`config.mk`:
```
export PLATFORM = sky130hd
export DESIGN_NAME = md5_message_digest_top
export DESIGN_NICKNAME = d
export VERILOG_FILES = /design/src/md5_pkg.sv /design/src/md5_ram.sv /design/src/md5_round.sv /design/src/md5_ctrl.sv /design/src/md5_message_digest_top.sv
export SDC_FILE = /design/constraint.sdc
export NUM_CORES = 2
export LEC_CHECK = 0
export ABC_AREA = 1
export BUFFER_PORTS_ARGS = -buffer_cell sky130_fd_sc_hd__buf_2
export CAP_MARGIN = 30
export CORE_MARGIN = 1.5
export CORE_UTILIZATION = 55
export CTS_BUF_LIST = sky130_fd_sc_hd__clkbuf_8
export DETAILED_ROUTE_END_ITERATION = 8
export PLACE_DENSITY = 0.8
export RECOVER_POWER = 25
export SLEW_MARGIN = 10
export SYNTH_ARGS = -nofsm -noshare
export SYNTH_HDL_FRONTEND = slang
export SYNTH_HIERARCHICAL = 1
export SYNTH_SLANG_ARGS = --single-unit
```
`constraint.sdc`:
```
create_clock -name aclk -period 8.9 [get_ports aclk]
set_input_delay 0.445 -clock aclk [delete_from_list [all_inputs] [get_ports aclk]]
set_output_delay 0.445 -clock aclk [all_outputs]
set_load 0.02 [all_outputs]
```
`src/md5_pkg.sv`:
```
package md5_pkg;

    typedef enum logic [2:0] {
        S_IDLE,
        S_PAD,
        S_CSTART,
        S_CA,
        S_CB,
        S_CFOLD,
        S_OUT
    } md5_state_t;

    typedef struct packed {
        logic       load_work;
        logic       phase_a;
        logic       phase_b;
        logic       fold;
        logic       init_chain;
        logic [5:0] step;
        logic [1:0] out_idx;
    } md5_ctl_t;

    localparam logic [7:0] PAD_MARK = 8'h80;
    localparam logic [5:0] LEN_POS  = 6'd56;
    localparam logic [5:0] LAST_POS = 6'd63;
    localparam logic [5:0] LAST_STEP = 6'd63;
    localparam logic [1:0] LAST_IDX = 2'd3;

    localparam logic [31:0] MD5_IV [4] = '{
        32'h67452301, 32'hefcdab89, 32'h98badcfe, 32'h10325476
    };

    localparam logic [4:0] MD5_S [16] = '{
        5'd7, 5'd12, 5'd17, 5'd22, 5'd5, 5'd9, 5'd14, 5'd20,
        5'd4, 5'd11, 5'd16, 5'd23, 5'd6, 5'd10, 5'd15, 5'd21
    };

    localparam logic [31:0] MD5_K [64] = '{
        32'hd76aa478, 32'he8c7b756, 32'h242070db, 32'hc1bdceee,
        32'hf57c0faf, 32'h4787c62a, 32'ha8304613, 32'hfd469501,
        32'h698098d8, 32'h8b44f7af, 32'hffff5bb1, 32'h895cd7be,
        32'h6b901122, 32'hfd987193, 32'ha679438e, 32'h49b40821,
        32'hf61e2562, 32'hc040b340, 32'h265e5a51, 32'he9b6c7aa,
        32'hd62f105d, 32'h02441453, 32'hd8a1e681, 32'he7d3fbc8,
        32'h21e1cde6, 32'hc33707d6, 32'hf4d50d87, 32'h455a14ed,
        32'ha9e3e905, 32'hfcefa3f8, 32'h676f02d9, 32'h8d2a4c8a,
        32'hfffa3942, 32'h8771f681, 32'h6d9d6122, 32'hfde5380c,
        32'ha4beea44, 32'h4bdecfa9, 32'hf6bb4b60, 32'hbebfbc70,
        32'h289b7ec6, 32'heaa127fa, 32'hd4ef3085, 32'h04881d05,
        32'hd9d4d039, 32'he6db99e5, 32'h1fa27cf8, 32'hc4ac5665,
        32'hf4292244, 32'h432aff97, 32'hab9423a7, 32'hfc93a039,
        32'h655b59c3, 32'h8f0ccc92, 32'hffeff47d, 32'h85845dd1,
        32'h6fa87e4f, 32'hfe2ce6e0, 32'ha3014314, 32'h4e0811a1,
        32'hf7537e82, 32'hbd3af235, 32'h2ad7d2bb, 32'heb86d391
    };

    function automatic logic [3:0] md5_msg_index(input logic [5:0] step);
        logic [3:0] i;
        logic [3:0] g;
        i = step[3:0];
        case (step[5:4])
            2'd0:    g = i;
            2'd1:    g = (i << 2) + i + 4'd1;
            2'd2:    g = (i << 1) + i + 4'd5;
            default: g = (i << 2) + (i << 1) + i;
        endcase
        return g;
    endfunction

    function automatic logic [31:0] md5_f(input logic [1:0] rnd, input logic [31:0] b,
                                          input logic [31:0] c, input logic [31:0] d);
        logic [31:0] f;
        case (rnd)
            2'd0:    f = (b & c) | (~b & d);
            2'd1:    f = (b & d) | (c & ~d);
            2'd2:    f = b ^ c ^ d;
            default: f = c ^ (b | ~d);
        endcase
        return f;
    endfunction

    function automatic logic [31:0] md5_rotl(input logic [31:0] x, input logic [4:0] s);
        logic [63:0] w;
        w = {x, x} << s;
        return w[63:32];
    endfunction

endpackage

```
`src/md5_ram.sv`:
```
module md5_ram #(
    parameter int WIDTH = 8,
    parameter int DEPTH = 16,
    localparam int AW = $clog2(DEPTH)
) (
    input  logic             clk,
    input  logic             we,
    input  logic [AW-1:0]    waddr,
    input  logic [WIDTH-1:0] wdata,
    input  logic [AW-1:0]    raddr,
    output logic [WIDTH-1:0] rdata
);

    logic [WIDTH-1:0] mem_reg [DEPTH];
    logic [WIDTH-1:0] rdata_reg;

    always_ff @(posedge clk) begin
        if (we) begin
            mem_reg[waddr] <= wdata;
        end
        rdata_reg <= mem_reg[raddr];
    end

    assign rdata = rdata_reg;

endmodule

```
`src/md5_round.sv`:
```
module md5_round import md5_pkg::*; (
    input  logic        aclk,
    input  logic        aresetn,
    input  md5_ctl_t    ctl,
    input  logic [31:0] msg_word,
    output logic [31:0] digest_word
);

    logic [31:0] chain_reg [4];
    logic [31:0] a_reg, b_reg, c_reg, d_reg, t_reg;
    logic [31:0] t_next;
    logic [31:0] b_next;
    logic [3:0]  rot_sel;

    assign t_next  = a_reg + md5_f(ctl.step[5:4], b_reg, c_reg, d_reg) + msg_word
                   + MD5_K[ctl.step];
    assign rot_sel = {ctl.step[5:4], ctl.step[1:0]};
    assign b_next  = b_reg + md5_rotl(t_reg, MD5_S[rot_sel]);

    always_ff @(posedge aclk) begin
        if (!aresetn) begin
            for (int k = 0; k < 4; k++) chain_reg[k] <= MD5_IV[k];
        end else if (ctl.init_chain) begin
            for (int k = 0; k < 4; k++) chain_reg[k] <= MD5_IV[k];
        end else if (ctl.fold) begin
            chain_reg[0] <= chain_reg[0] + a_reg;
            chain_reg[1] <= chain_reg[1] + b_reg;
            chain_reg[2] <= chain_reg[2] + c_reg;
            chain_reg[3] <= chain_reg[3] + d_reg;
        end
    end

    always_ff @(posedge aclk) begin
        if (ctl.load_work) begin
            a_reg <= chain_reg[0];
            b_reg <= chain_reg[1];
            c_reg <= chain_reg[2];
            d_reg <= chain_reg[3];
        end else if (ctl.phase_b) begin
            a_reg <= d_reg;
            d_reg <= c_reg;
            c_reg <= b_reg;
            b_reg <= b_next;
        end
        if (ctl.phase_a) begin
            t_reg <= t_next;
        end
    end

    assign digest_word = chain_reg[ctl.out_idx];

endmodule

```
`src/md5_ctrl.sv`:
```
module md5_ctrl import md5_pkg::*; (
    input  logic       aclk,
    input  logic       aresetn,
    input  logic       s_valid,
    output logic       s_ready,
    input  logic [7:0] s_data_byte,
    input  logic       s_byte_valid,
    input  logic       s_end_of_message,
    output logic       m_valid,
    input  logic       m_ready,
    output logic [1:0] m_word_index,
    output logic       m_last_word,
    output md5_ctl_t   ctl,
    output logic       ram_we,
    output logic [5:0] ram_waddr,
    output logic [7:0] ram_wdata,
    output logic [3:0] ram_raddr
);

    md5_state_t  state_reg, state_next;
    logic [5:0]  step_reg, step_next;
    logic [63:0] bit_total_reg, bit_total_next;
    logic [5:0]  pad_pos_reg, pad_pos_next;
    logic        mark_reg, mark_next;
    logic        lenblk_reg, lenblk_next;
    logic        pad_more_reg, pad_more_next;
    logic        out_pend_reg, out_pend_next;
    logic [1:0]  out_idx_reg, out_idx_next;

    logic [5:0]  pos;
    logic [5:0]  start_pos;
    logic        accept;
    logic [7:0]  len_byte;
    logic [7:0]  pad_byte;
    logic [5:0]  rd_step;

    assign pos       = bit_total_reg[8:3];
    assign start_pos = s_byte_valid ? pos + 6'd1 : pos;
    assign accept    = s_valid && s_ready;
    assign len_byte  = bit_total_reg[{pad_pos_reg[2:0], 3'b000} +: 8];

    always_ff @(posedge aclk) begin
        if (!aresetn) begin
            state_reg     <= S_IDLE;
            step_reg      <= '0;
            bit_total_reg <= '0;
            pad_pos_reg   <= '0;
            mark_reg      <= 1'b0;
            lenblk_reg    <= 1'b0;
            pad_more_reg  <= 1'b0;
            out_pend_reg  <= 1'b0;
            out_idx_reg   <= '0;
        end else begin
            state_reg     <= state_next;
            step_reg      <= step_next;
            bit_total_reg <= bit_total_next;
            pad_pos_reg   <= pad_pos_next;
            mark_reg      <= mark_next;
            lenblk_reg    <= lenblk_next;
            pad_more_reg  <= pad_more_next;
            out_pend_reg  <= out_pend_next;
            out_idx_reg   <= out_idx_next;
        end
    end

    always_comb begin
        state_next     = state_reg;
        step_next      = step_reg;
        bit_total_next = bit_total_reg;
        pad_pos_next   = pad_pos_reg;
        mark_next      = mark_reg;
        lenblk_next    = lenblk_reg;
        pad_more_next  = pad_more_reg;
        out_pend_next  = out_pend_reg;
        out_idx_next   = out_idx_reg;
        unique case (state_reg)
            S_IDLE: begin
                if (accept) begin
                    if (s_byte_valid) begin
                        bit_total_next = bit_total_reg + 64'd8;
                    end
                    if (s_byte_valid && pos == LAST_POS) begin
                        state_next    = S_CSTART;
                        pad_more_next = s_end_of_message;
                        out_pend_next = 1'b0;
                        mark_next     = 1'b1;
                        lenblk_next   = 1'b1;
                        pad_pos_next  = '0;
                    end else if (s_end_of_message) begin
                        state_next    = S_PAD;
                        pad_pos_next  = start_pos;
                        mark_next     = 1'b1;
                        lenblk_next   = start_pos < LEN_POS;
                    end
                end
            end
            S_PAD: begin
                mark_next    = 1'b0;
                pad_pos_next = pad_pos_reg + 6'd1;
                if (pad_pos_reg == LAST_POS) begin
                    lenblk_next   = 1'b1;
                    pad_more_next = !lenblk_reg;
                    out_pend_next = lenblk_reg;
                    state_next    = S_CSTART;
                end
            end
            S_CSTART: begin
                step_next  = '0;
                state_next = S_CA;
            end
            S_CA: begin
                state_next = S_CB;
            end
            S_CB: begin
                step_next  = step_reg + 6'd1;
                state_next = (step_reg == LAST_STEP) ? S_CFOLD : S_CA;
            end
            S_CFOLD: begin
                if (out_pend_reg) begin
                    state_next   = S_OUT;
                    out_idx_next = '0;
                end else if (pad_more_reg) begin
                    state_next    = S_PAD;
                    pad_more_next = 1'b0;
                end else begin
                    state_next = S_IDLE;
                end
            end
            S_OUT: begin
                if (m_ready) begin
                    out_idx_next = out_idx_reg + 2'd1;
                    if (out_idx_reg == LAST_IDX) begin
                        state_next     = S_IDLE;
                        out_pend_next  = 1'b0;
                        bit_total_next = '0;
                    end
                end
            end
            default: state_next = S_IDLE;
        endcase
    end

    always_comb begin
        s_ready        = state_reg == S_IDLE;
        m_valid        = state_reg == S_OUT;
        m_word_index   = out_idx_reg;
        m_last_word    = out_idx_reg == LAST_IDX;
        ctl.load_work  = state_reg == S_CSTART;
        ctl.phase_a    = state_reg == S_CA;
        ctl.phase_b    = state_reg == S_CB;
        ctl.fold       = state_reg == S_CFOLD;
        ctl.init_chain = state_reg == S_OUT && m_ready && out_idx_reg == LAST_IDX;
        ctl.step       = step_reg;
        ctl.out_idx    = out_idx_reg;
        if (mark_reg) begin
            pad_byte = PAD_MARK;
        end else if (lenblk_reg && pad_pos_reg >= LEN_POS) begin
            pad_byte = len_byte;
        end else begin
            pad_byte = '0;
        end
        ram_we    = (state_reg == S_IDLE && accept && s_byte_valid) || state_reg == S_PAD;
        ram_waddr = (state_reg == S_IDLE) ? pos : pad_pos_reg;
        ram_wdata = (state_reg == S_IDLE) ? s_data_byte : pad_byte;
        rd_step   = (state_reg == S_CB) ? step_reg + 6'd1 : 6'd0;
        ram_raddr = md5_msg_index(rd_step);
    end

    a_ready_out_excl: assert property (@(posedge aclk) disable iff (!aresetn)
        !(s_ready && m_valid))
        else $error("input and result channels active together");

    a_last_step_fold: assert property (@(posedge aclk) disable iff (!aresetn)
        (state_reg == S_CB && step_reg == LAST_STEP) |=> state_reg == S_CFOLD)
        else $error("compression did not fold after the last step");

    a_pend_excl: assert property (@(posedge aclk) disable iff (!aresetn)
        !(out_pend_reg && pad_more_reg))
        else $error("digest pending while padding still owed");

    a_last_beat_idle: assert property (@(posedge aclk) disable iff (!aresetn)
        (m_valid && m_ready && m_last_word) |=> (s_ready && bit_total_reg == '0))
        else $error("block not reinitialized after final digest beat");

endmodule

```
`src/md5_message_digest_top.sv`:
```
// MD5 digest engine, fed one message byte per input beat.
// Input channel (s_*): each beat carries data_byte with byte_valid, and
// end_of_message to close the message; a beat with neither flag is a no-op.
// Result channel (m_*): after a closing beat the block sends four beats,
// digest words A..D (word_index 0..3), last_word set on word D, then
// reinitializes for the next message.
// Flow: s_ready stays high while bytes that do not fill a block come in. A
// byte that completes a 64-byte block starts a compression: one shared round
// unit runs the 64 steps, each an add and then a rotate and add, with a load
// state before them and a fold state after. A closing beat takes the padding
// writes (one byte a cycle to the end of each padded block), one or two
// compressions and then the four result beats; s_ready is low throughout.
// Message bytes sit in four 16x8 byte-lane RAMs, read one word per step.
// Reset (aresetn low, synchronous) restores the initial chaining words and
// clears the bit count. When the receiver stalls, the current digest word
// holds on m_* and no input is taken until all four beats are delivered.
module md5_message_digest_top import md5_pkg::*; (
    input  logic        aclk,
    input  logic        aresetn,
    input  logic        s_valid,
    output logic        s_ready,
    input  logic [7:0]  s_data_byte,
    input  logic        s_byte_valid,
    input  logic        s_end_of_message,
    output logic        m_valid,
    input  logic        m_ready,
    output logic [31:0] m_digest_word,
    output logic [1:0]  m_word_index,
    output logic        m_last_word
);

    md5_ctl_t    ctl;
    logic        ram_we;
    logic [5:0]  ram_waddr;
    logic [7:0]  ram_wdata;
    logic [3:0]  ram_raddr;
    logic [31:0] msg_word;

    md5_ctrl u_ctrl (
        .aclk             (aclk),
        .aresetn          (aresetn),
        .s_valid          (s_valid),
        .s_ready          (s_ready),
        .s_data_byte      (s_data_byte),
        .s_byte_valid     (s_byte_valid),
        .s_end_of_message (s_end_of_message),
        .m_valid          (m_valid),
        .m_ready          (m_ready),
        .m_word_index     (m_word_index),
        .m_last_word      (m_last_word),
        .ctl              (ctl),
        .ram_we           (ram_we),
        .ram_waddr        (ram_waddr),
        .ram_wdata        (ram_wdata),
        .ram_raddr        (ram_raddr)
    );

    for (genvar k = 0; k < 4; k++) begin : g_lane
        md5_ram #(
            .WIDTH (8),
            .DEPTH (16)
        ) u_lane (
            .clk   (aclk),
            .we    (ram_we && ram_waddr[1:0] == 2'(k)),
            .waddr (ram_waddr[5:2]),
            .wdata (ram_wdata),
            .raddr (ram_raddr),
            .rdata (msg_word[8*k +: 8])
        );
    end

    md5_round u_round (
        .aclk        (aclk),
        .aresetn     (aresetn),
        .ctl         (ctl),
        .msg_word    (msg_word),
        .digest_word (m_digest_word)
    );

endmodule
```
==> Word level (Yosys, flattened, before mapping) <==
Memories as Yosys holds them, arrays and structs flattened. A register that Yosys moved wholly into a read port is not among the register bits.
Cells that the tools add are included.
{ "word_totals": {"register_bits": 245, "latch_bits": 0, "ram_bits": 640, "romBits": 2128, "input_bits": 14, "out_inout_bits": 37, "memories": 7} }
{ "mem_list": {"columns": ["memory", "depth", "width", "read_ports", "rd_ports_with_merged_regs", "wr", "line", "text"], "rows": [
  ["(name not given)", 64, 32, 1, 0, 0, "md5_round.sv:16", "+ MD5_K[ctl.step];"],
  ["g_lane[0].u_lane.mem_reg", 16, 8, 1, 1, 1, "md5_ram.sv:14", "logic [WIDTH-1:0] mem_reg [DEPTH];"],
  ["g_lane[1].u_lane.mem_reg", 16, 8, 1, 1, 1, "md5_ram.sv:14", null],
  ["g_lane[2].u_lane.mem_reg", 16, 8, 1, 1, 1, "md5_ram.sv:14", null],
  ["g_lane[3].u_lane.mem_reg", 16, 8, 1, 1, 1, "md5_ram.sv:14", null],
  ["u_round.chain_reg", 4, 32, 5, 1, 4, "md5_round.sv:9", "logic [31:0] chain_reg [4];"],
  ["1 more memories", null, null, null, null, null, null, null]
]} }
{ "classes": {"n_addsub": 19, "n_mul": 0, "div": 0, "n_lt_le_gt_ge": 4, "n_eq_ne": 26, "n_shift": 2, "muxes": 89, "bitwise": 22, "reduce_logical": 30} }
{ "ops": {"columns": ["cell", "count"], "rows": [
  ["2-to-1 mux 32 bit", 18],
  ["adder 32 bit", 8],
  ["2-to-1 mux 64 bit", 4],
  ["AND 32 bit", 4],
  ["case mux 64 bit (2 select lines)", 1],
  ["bitwise OR 32 bit", 3],
  ["case mux 32 bit (3 select lines)", 1],
  ["bitwise XOR 32 bit", 3],
  ["adder 64 x 4 -> 64 bit (second input constant)", 1],
  ["NOT 32 bit", 2],
  ["indexed part select 64 x 7 -> 8 bit", 1],
  ["<< shifter 64 x 5 -> 64 bit", 1],
  ["2-to-1 mux 6 bit", 6],
  ["2-to-1 mux 1 bit", 33],
  ["2-to-1 mux 3 bit", 8],
  ["2-to-1 mux 8 bit", 3],
  ["case mux 6 bit (2 select lines)", 2],
  ["case mux 3 bit (7 select lines)", 1],
  ["adder 6 x 1 -> 6 bit (second input constant)", 3],
  ["equality test 6 bit (second input constant)", 3],
  ["adder 4 bit", 4],
  ["AND reduction 5 bit", 3],
  ["case mux 4 bit (3 select lines)", 1],
  ["logical AND 1 bit", 11],
  ["other kinds (32)", 67]
]} }

==> Logic depth before layout (Yosys ltp) <==
{ "logic_depth": {"ltp_word": 8, "mapped_depth": 31, "mapped_depth_nobuf": 28} }

==> By module <==
The synthesis kept the hierarchy.
{ "modules_own_cells": {"columns": ["mod", "instances", "cells_each", "area_per_inst_um2", "seq_area_each_um2"], "rows": [
  ["md5_round", 1, 4324, 29802.3, 8328.0],
  ["md5_ram (g_lane[1].u_lane ...)", 3, 551, 5766.8, 4003.8],
  ["md5_ctrl", 1, 1157, 6547.5, 1641.6],
  ["md5_ram (g_lane[0].u_lane)", 1, 553, 5774.3, 4003.8],
  ["md5_message_digest_top", 1, 8, 30.0, 0.0]
]} }

==> Worst setup path after synthesis <==
OpenSTA, ideal clock, no wires.
{ "synth_path": {"path_type": "flip-flop to flip-flop", "start": "register u_ctrl.step_reg[0]", "end": "register u_round.t_reg[29] (data pin)", "setup_ns": 0.259, "t_arrival_ns": 4.635, "required_time_ns": 8.641, "path_slack_ns": 4.006, "path_stages_with_launch": 24, "path_buffers": 1, "period_less_slack_ns": 4.894, "path_cell_list": "dfxtp_1 inv_1 ha_1 buf_2 inv_1 nor2_1 inv_1 a32o_1 nand2_1 nand4_1 fa_1 inv_1 fa_1 ha_1 fa_1 nand3_1 nand2_1 nand4_1 nand3_1 a21oi_1 o21ai_0 nand2_1 nand2_1 xor2_1"} }
{ "synth_between": {"elab_chain_len": 5} }
{ "synth_rtl": {"columns": ["item", "line", "text"], "rows": [
  ["from (decl)", "md5_ctrl.sv:21", "logic [5:0] step_reg, step_next;"],
  ["from (signal assigned)", "md5_ctrl.sv:55", "step_reg <= step_next;"],
  ["NOT 6 -> 7 bit (implied by the code)", "md5_round.sv:16", null],
  ["memory (64 x 32 bit)", null, null],
  ["2-to-1 mux 32 bit (implied by the code) (2 in a row)", "md5_round.sv:16", null],
  ["adder 32 bit", "md5_round.sv:16", null],
  ["net u_round.t_next[29]", "md5_round.sv:11", "logic [31:0] t_next;"],
  ["to (signal assigned)", "md5_round.sv:46", "t_reg <= t_next;"],
  ["to (decl)", "md5_round.sv:10", "logic [31:0] a_reg, b_reg, c_reg, d_reg, t_reg;"]
]} }
The timed path passes the listed nets, and every way through them passes these cells. The select of a mux whose other input is x is not followed.
A chain may end at the register's enable or synchronous reset.

==> impl_metrics.csv <==
group,metric,value,unit
status,run_status,"complete, but fails checks",
status,violations,"max-capacitance violations, max-slew violations",
logic_synthesis,ys_ff_latch,914,
flow_run,cap_violations,12,
clocking,cts_buffers,161,
sta,finalCritPeriodShare,81.5,%
routing,ant_nets,0,
routing,routed_wl,212,mm
sta,relSlewSlack,-138,%
floorplanning,initial_core_util,55.5,%
final_layout,register_area,26000,sq um
clocking,max-clock-path-buffers,3,
worst_setup_path,path_cells,"inv_1 > nand2_1 > nor2_1 > clkbuf_1 > clkbuf_1 > o21ai_0",
logic_synthesis,synthArstFlopShare,0,%
logic_synthesis,synth_area_per_cell,7.73,sq um
routing,wl_per_cell,23.0,microns
final_layout,multi_input_area,28000,sq um
worst_setup_path,crit_slowest_cell,"clkbuf_1",
sta,max_freq,0.138,GHz
sta,finalHoldViolCount,0,
logic_synthesis,syn-num-nets,7989,
clocking,cts_resized,0,
worst_setup_path,endpoint_kind,"flop",
grt,grt-ovfl-total,0,
final_layout,syn2layout_area_growth,7.49,%
logic_synthesis,synth_ff_type,"edfxtp_1",
floorplanning,core,107000,sq um
placement,dp_cells,8939,
placement,routabilityCongestion,1.06,
grt,grt_pass1_vias,52300,
worst_setup_path,crit_top_cell,"clkbuf_1",
routing,via_per_inst,6.05,
routing,drtPass1Iterations,8,
worst_setup_path,crit_required,9380,ps
clocking,h-tree-depth,4,
worst_setup_path,critPathKind,"flop to flop",
logic_synthesis,synthCells,7695,
sta,finClkSkew,55.7,ps
worst_setup_path,crit_arrival,7730,ps
floorplanning,die_w,332,microns
logic_synthesis,synth_most_common_cell,"nand2_1",
final_layout,fillers,9705,
routing,drtIter0Drc,7633,
routing,drc,0,
grt,grt_pass1_wl,316,mm
worst_setup_path,start_kind,"flop",
clocking,clk_pin_slew,60,ps
sta,rsz0062_at_grt,"false",
clocking,root_buffer,"clkbuf_8",
floorplanning,rows,120,
power,leakage,27.2,nW
placement,port-buffer-count,50,
clocking,cts_tree,"done",
sta,setup_viol,0,
worst_setup_path,max_stage_delay,2640,ps
worst_setup_path,crit_fanout,86,
final_layout,layout.nets,8004,
clocking,clock-sinks,914,
floorplanning,pin_count,51,
placement,hpwl,154,mm
logic_synthesis,synth_cell_types,66,
routing,dr_total_vias,55900,
grt,antenna_found_initial,4,
min_path,hold_class,"input port to flop",
sta,slew_violations,631,
logic_synthesis,ys_seq_area_share,43.7,%
logic_synthesis,synth_top_cell_by_area,"edfxtp_1",
sta,post-route-min-period,7250,ps
final_layout,largest_reg_flops,512,
final_layout,drive_gt1_share,5.24,%
final_layout,stdcell_count,9248,
logic_synthesis,yosys-top-cells-count,"1950 x nand2_1, 1076 x inv_1, 768 x edfxtp_1",
logic_synthesis,ys_warn_count,6,
sta,hold_slack,203,ps
grt,grtUsageTotal,37.7,%
power,powerDensity,172,nW/um^2
sta,worst_slew_pin_slew,3570,ps
logic_synthesis,netlist_top_cells_area,"edfxtp_1 39%, nand2_1 12%, inv_1 6.8%",
clocking,worstSkewPairLatency,910,ps
floorplanning,die_h,332,microns
power,power.total,0.0110,W
floorplanning,dieArea,110000,sq um
grt,grt_start_max_net_pins,133,
logic_synthesis,synth_edf_count,768,
logic_synthesis,synth.cell_area,59500,sq um
power,irDropWorstVdd,382,uV
sta,fin_setup_tns,0,ps
logic_synthesis,yosys.area.top_type_share,38.8,%
==> layout by cell type (no fill, tap or decap), types with 16 or more instances in the layout <==
master and instances:
a21o_1 36, a21oi_1 464, a221oi_1 25, a31oi_1 37, buf_2 50, buf_4 45, clkbuf_8 173, clkinv_1 29
clkinv_2 20, dfxtp_1 146, edfxtp_1 768, fa_1 68, ha_1 212, inv_1 1128, inv_2 19, nand2_1 1948
nand3_1 756, nand4_1 75, nor2_1 698, nor3_1 56, o211ai_1 58, o21a_1 22, o21ai_0 535, o21ai_1 34
o21bai_1 25, o221ai_1 16, o22ai_1 52, o31ai_1 30, or2_1 16, or2_2 33, xnor2_1 20, xor2_1 40
==> logic make-up (layout without fill, tap and decap cells) <==
logic type | count (synthesis) | in the layout | share of synthesized area, %
other cells | 0 | 4 | 0
fa+ha+maj | 280 | 280 | 6.75
simple gates | 3651 | 3651 | 25.7
xor+xnor | 60 | 60 | 0.884
flops | 914 | 914 | 43.7
buf+inv | 1370 | 1516 | 9.32
mux | 15 | 15 | 0.253
compound gates | 1405 | 1405 | 13.4
==> area by class of cell <==
cell class                 instances  share of cell area (%)
timing repair buffer             125                    1.47
sequential                       914                    40.7
tap                             1403                    2.75
antenna                            4                  0.0157
clock inverter                   121                    1.15
clock buffer                     173                    3.73
multi-input combinational       5411                    43.8
inverter                        1097                    6.45
==> stage by stage <==
| step | area [sq um] | utilization, % | setup slack (ps) |
|---|---|---|---|
| finish | 63900 | 59.6 | 1650 |
| global route | 63900 | 59.6 | 1250 |
| CTS | 63900 | 59.6 | 2640 |
| detailed placement | 60800 | 56.7 | 2670 |
| global placement | 60600 | 56.5 | 2640 |
| floorplan | 59500 | - | 4010 |
==> where the power goes <==
part	switching, W	internal, W	total (W)
Clock	0.00192	0.00190	0.00383
Sequential	0.000137	0.00497	0.00511
Combinational	0.00149	0.000594	0.00209
Total	0.00355	0.00747	0.0110
==> critical path, delay by kind of cell (launching register included) <==
kind                   cells  cell delay, ps
AO/OA/AOI/OAI              1             460
flip-flops                 1             380
buffers and inverters      3            5360
AND/OR/NAND/NOR            2             490
==> path summary, 6_finish.rpt <==
| path | startpoint | end | slack [ps] | depth (start not counted) |
|---|---|---|---|---|
| max reg2reg | u_ctrl/state_reg[2]$_SDFFE_PN0P_ | u_round/a_reg[4]$_DFFE_PP_ | 1650 | 6 |
| max | u_ctrl/state_reg[2]$_SDFFE_PN0P_ | u_round/a_reg[4]$_DFFE_PP_ | 1650 | 6 |
| min | s_valid | u_ctrl/pad_more_reg$_SDFFE_PN0P_ | 200 | 6 |
| min reg2reg | u_ctrl/bit_total_reg[14]$_SDFFE_PN0P_ | u_ctrl/bit_total_reg[14]$_SDFFE_PN0P_ | 480 | 2 |
==> layer usage <==
| layer | global-route usage [%] | up-vias | wire length (microns) |
|---|---|---|---|
| met5 | 0 | - | 11 |
| met4 | 20.0 | 2 | 11800 |
| met3 | 6.84 | 584 | 22500 |
| met2 | 57.6 | 3276 | 93700 |
| met1 | 51.0 | 26300 | 84400 |
| li1 | - | 25800 | - |
==> what timing repair did <==
action | 4_1_cts | 5_1_grt
hold buffers | 5 | 0
endpoints found under the hold margin | 13 | 0
setup buffers | 0 | 0
Note: power is estimated with default switching activity, not from simulation.
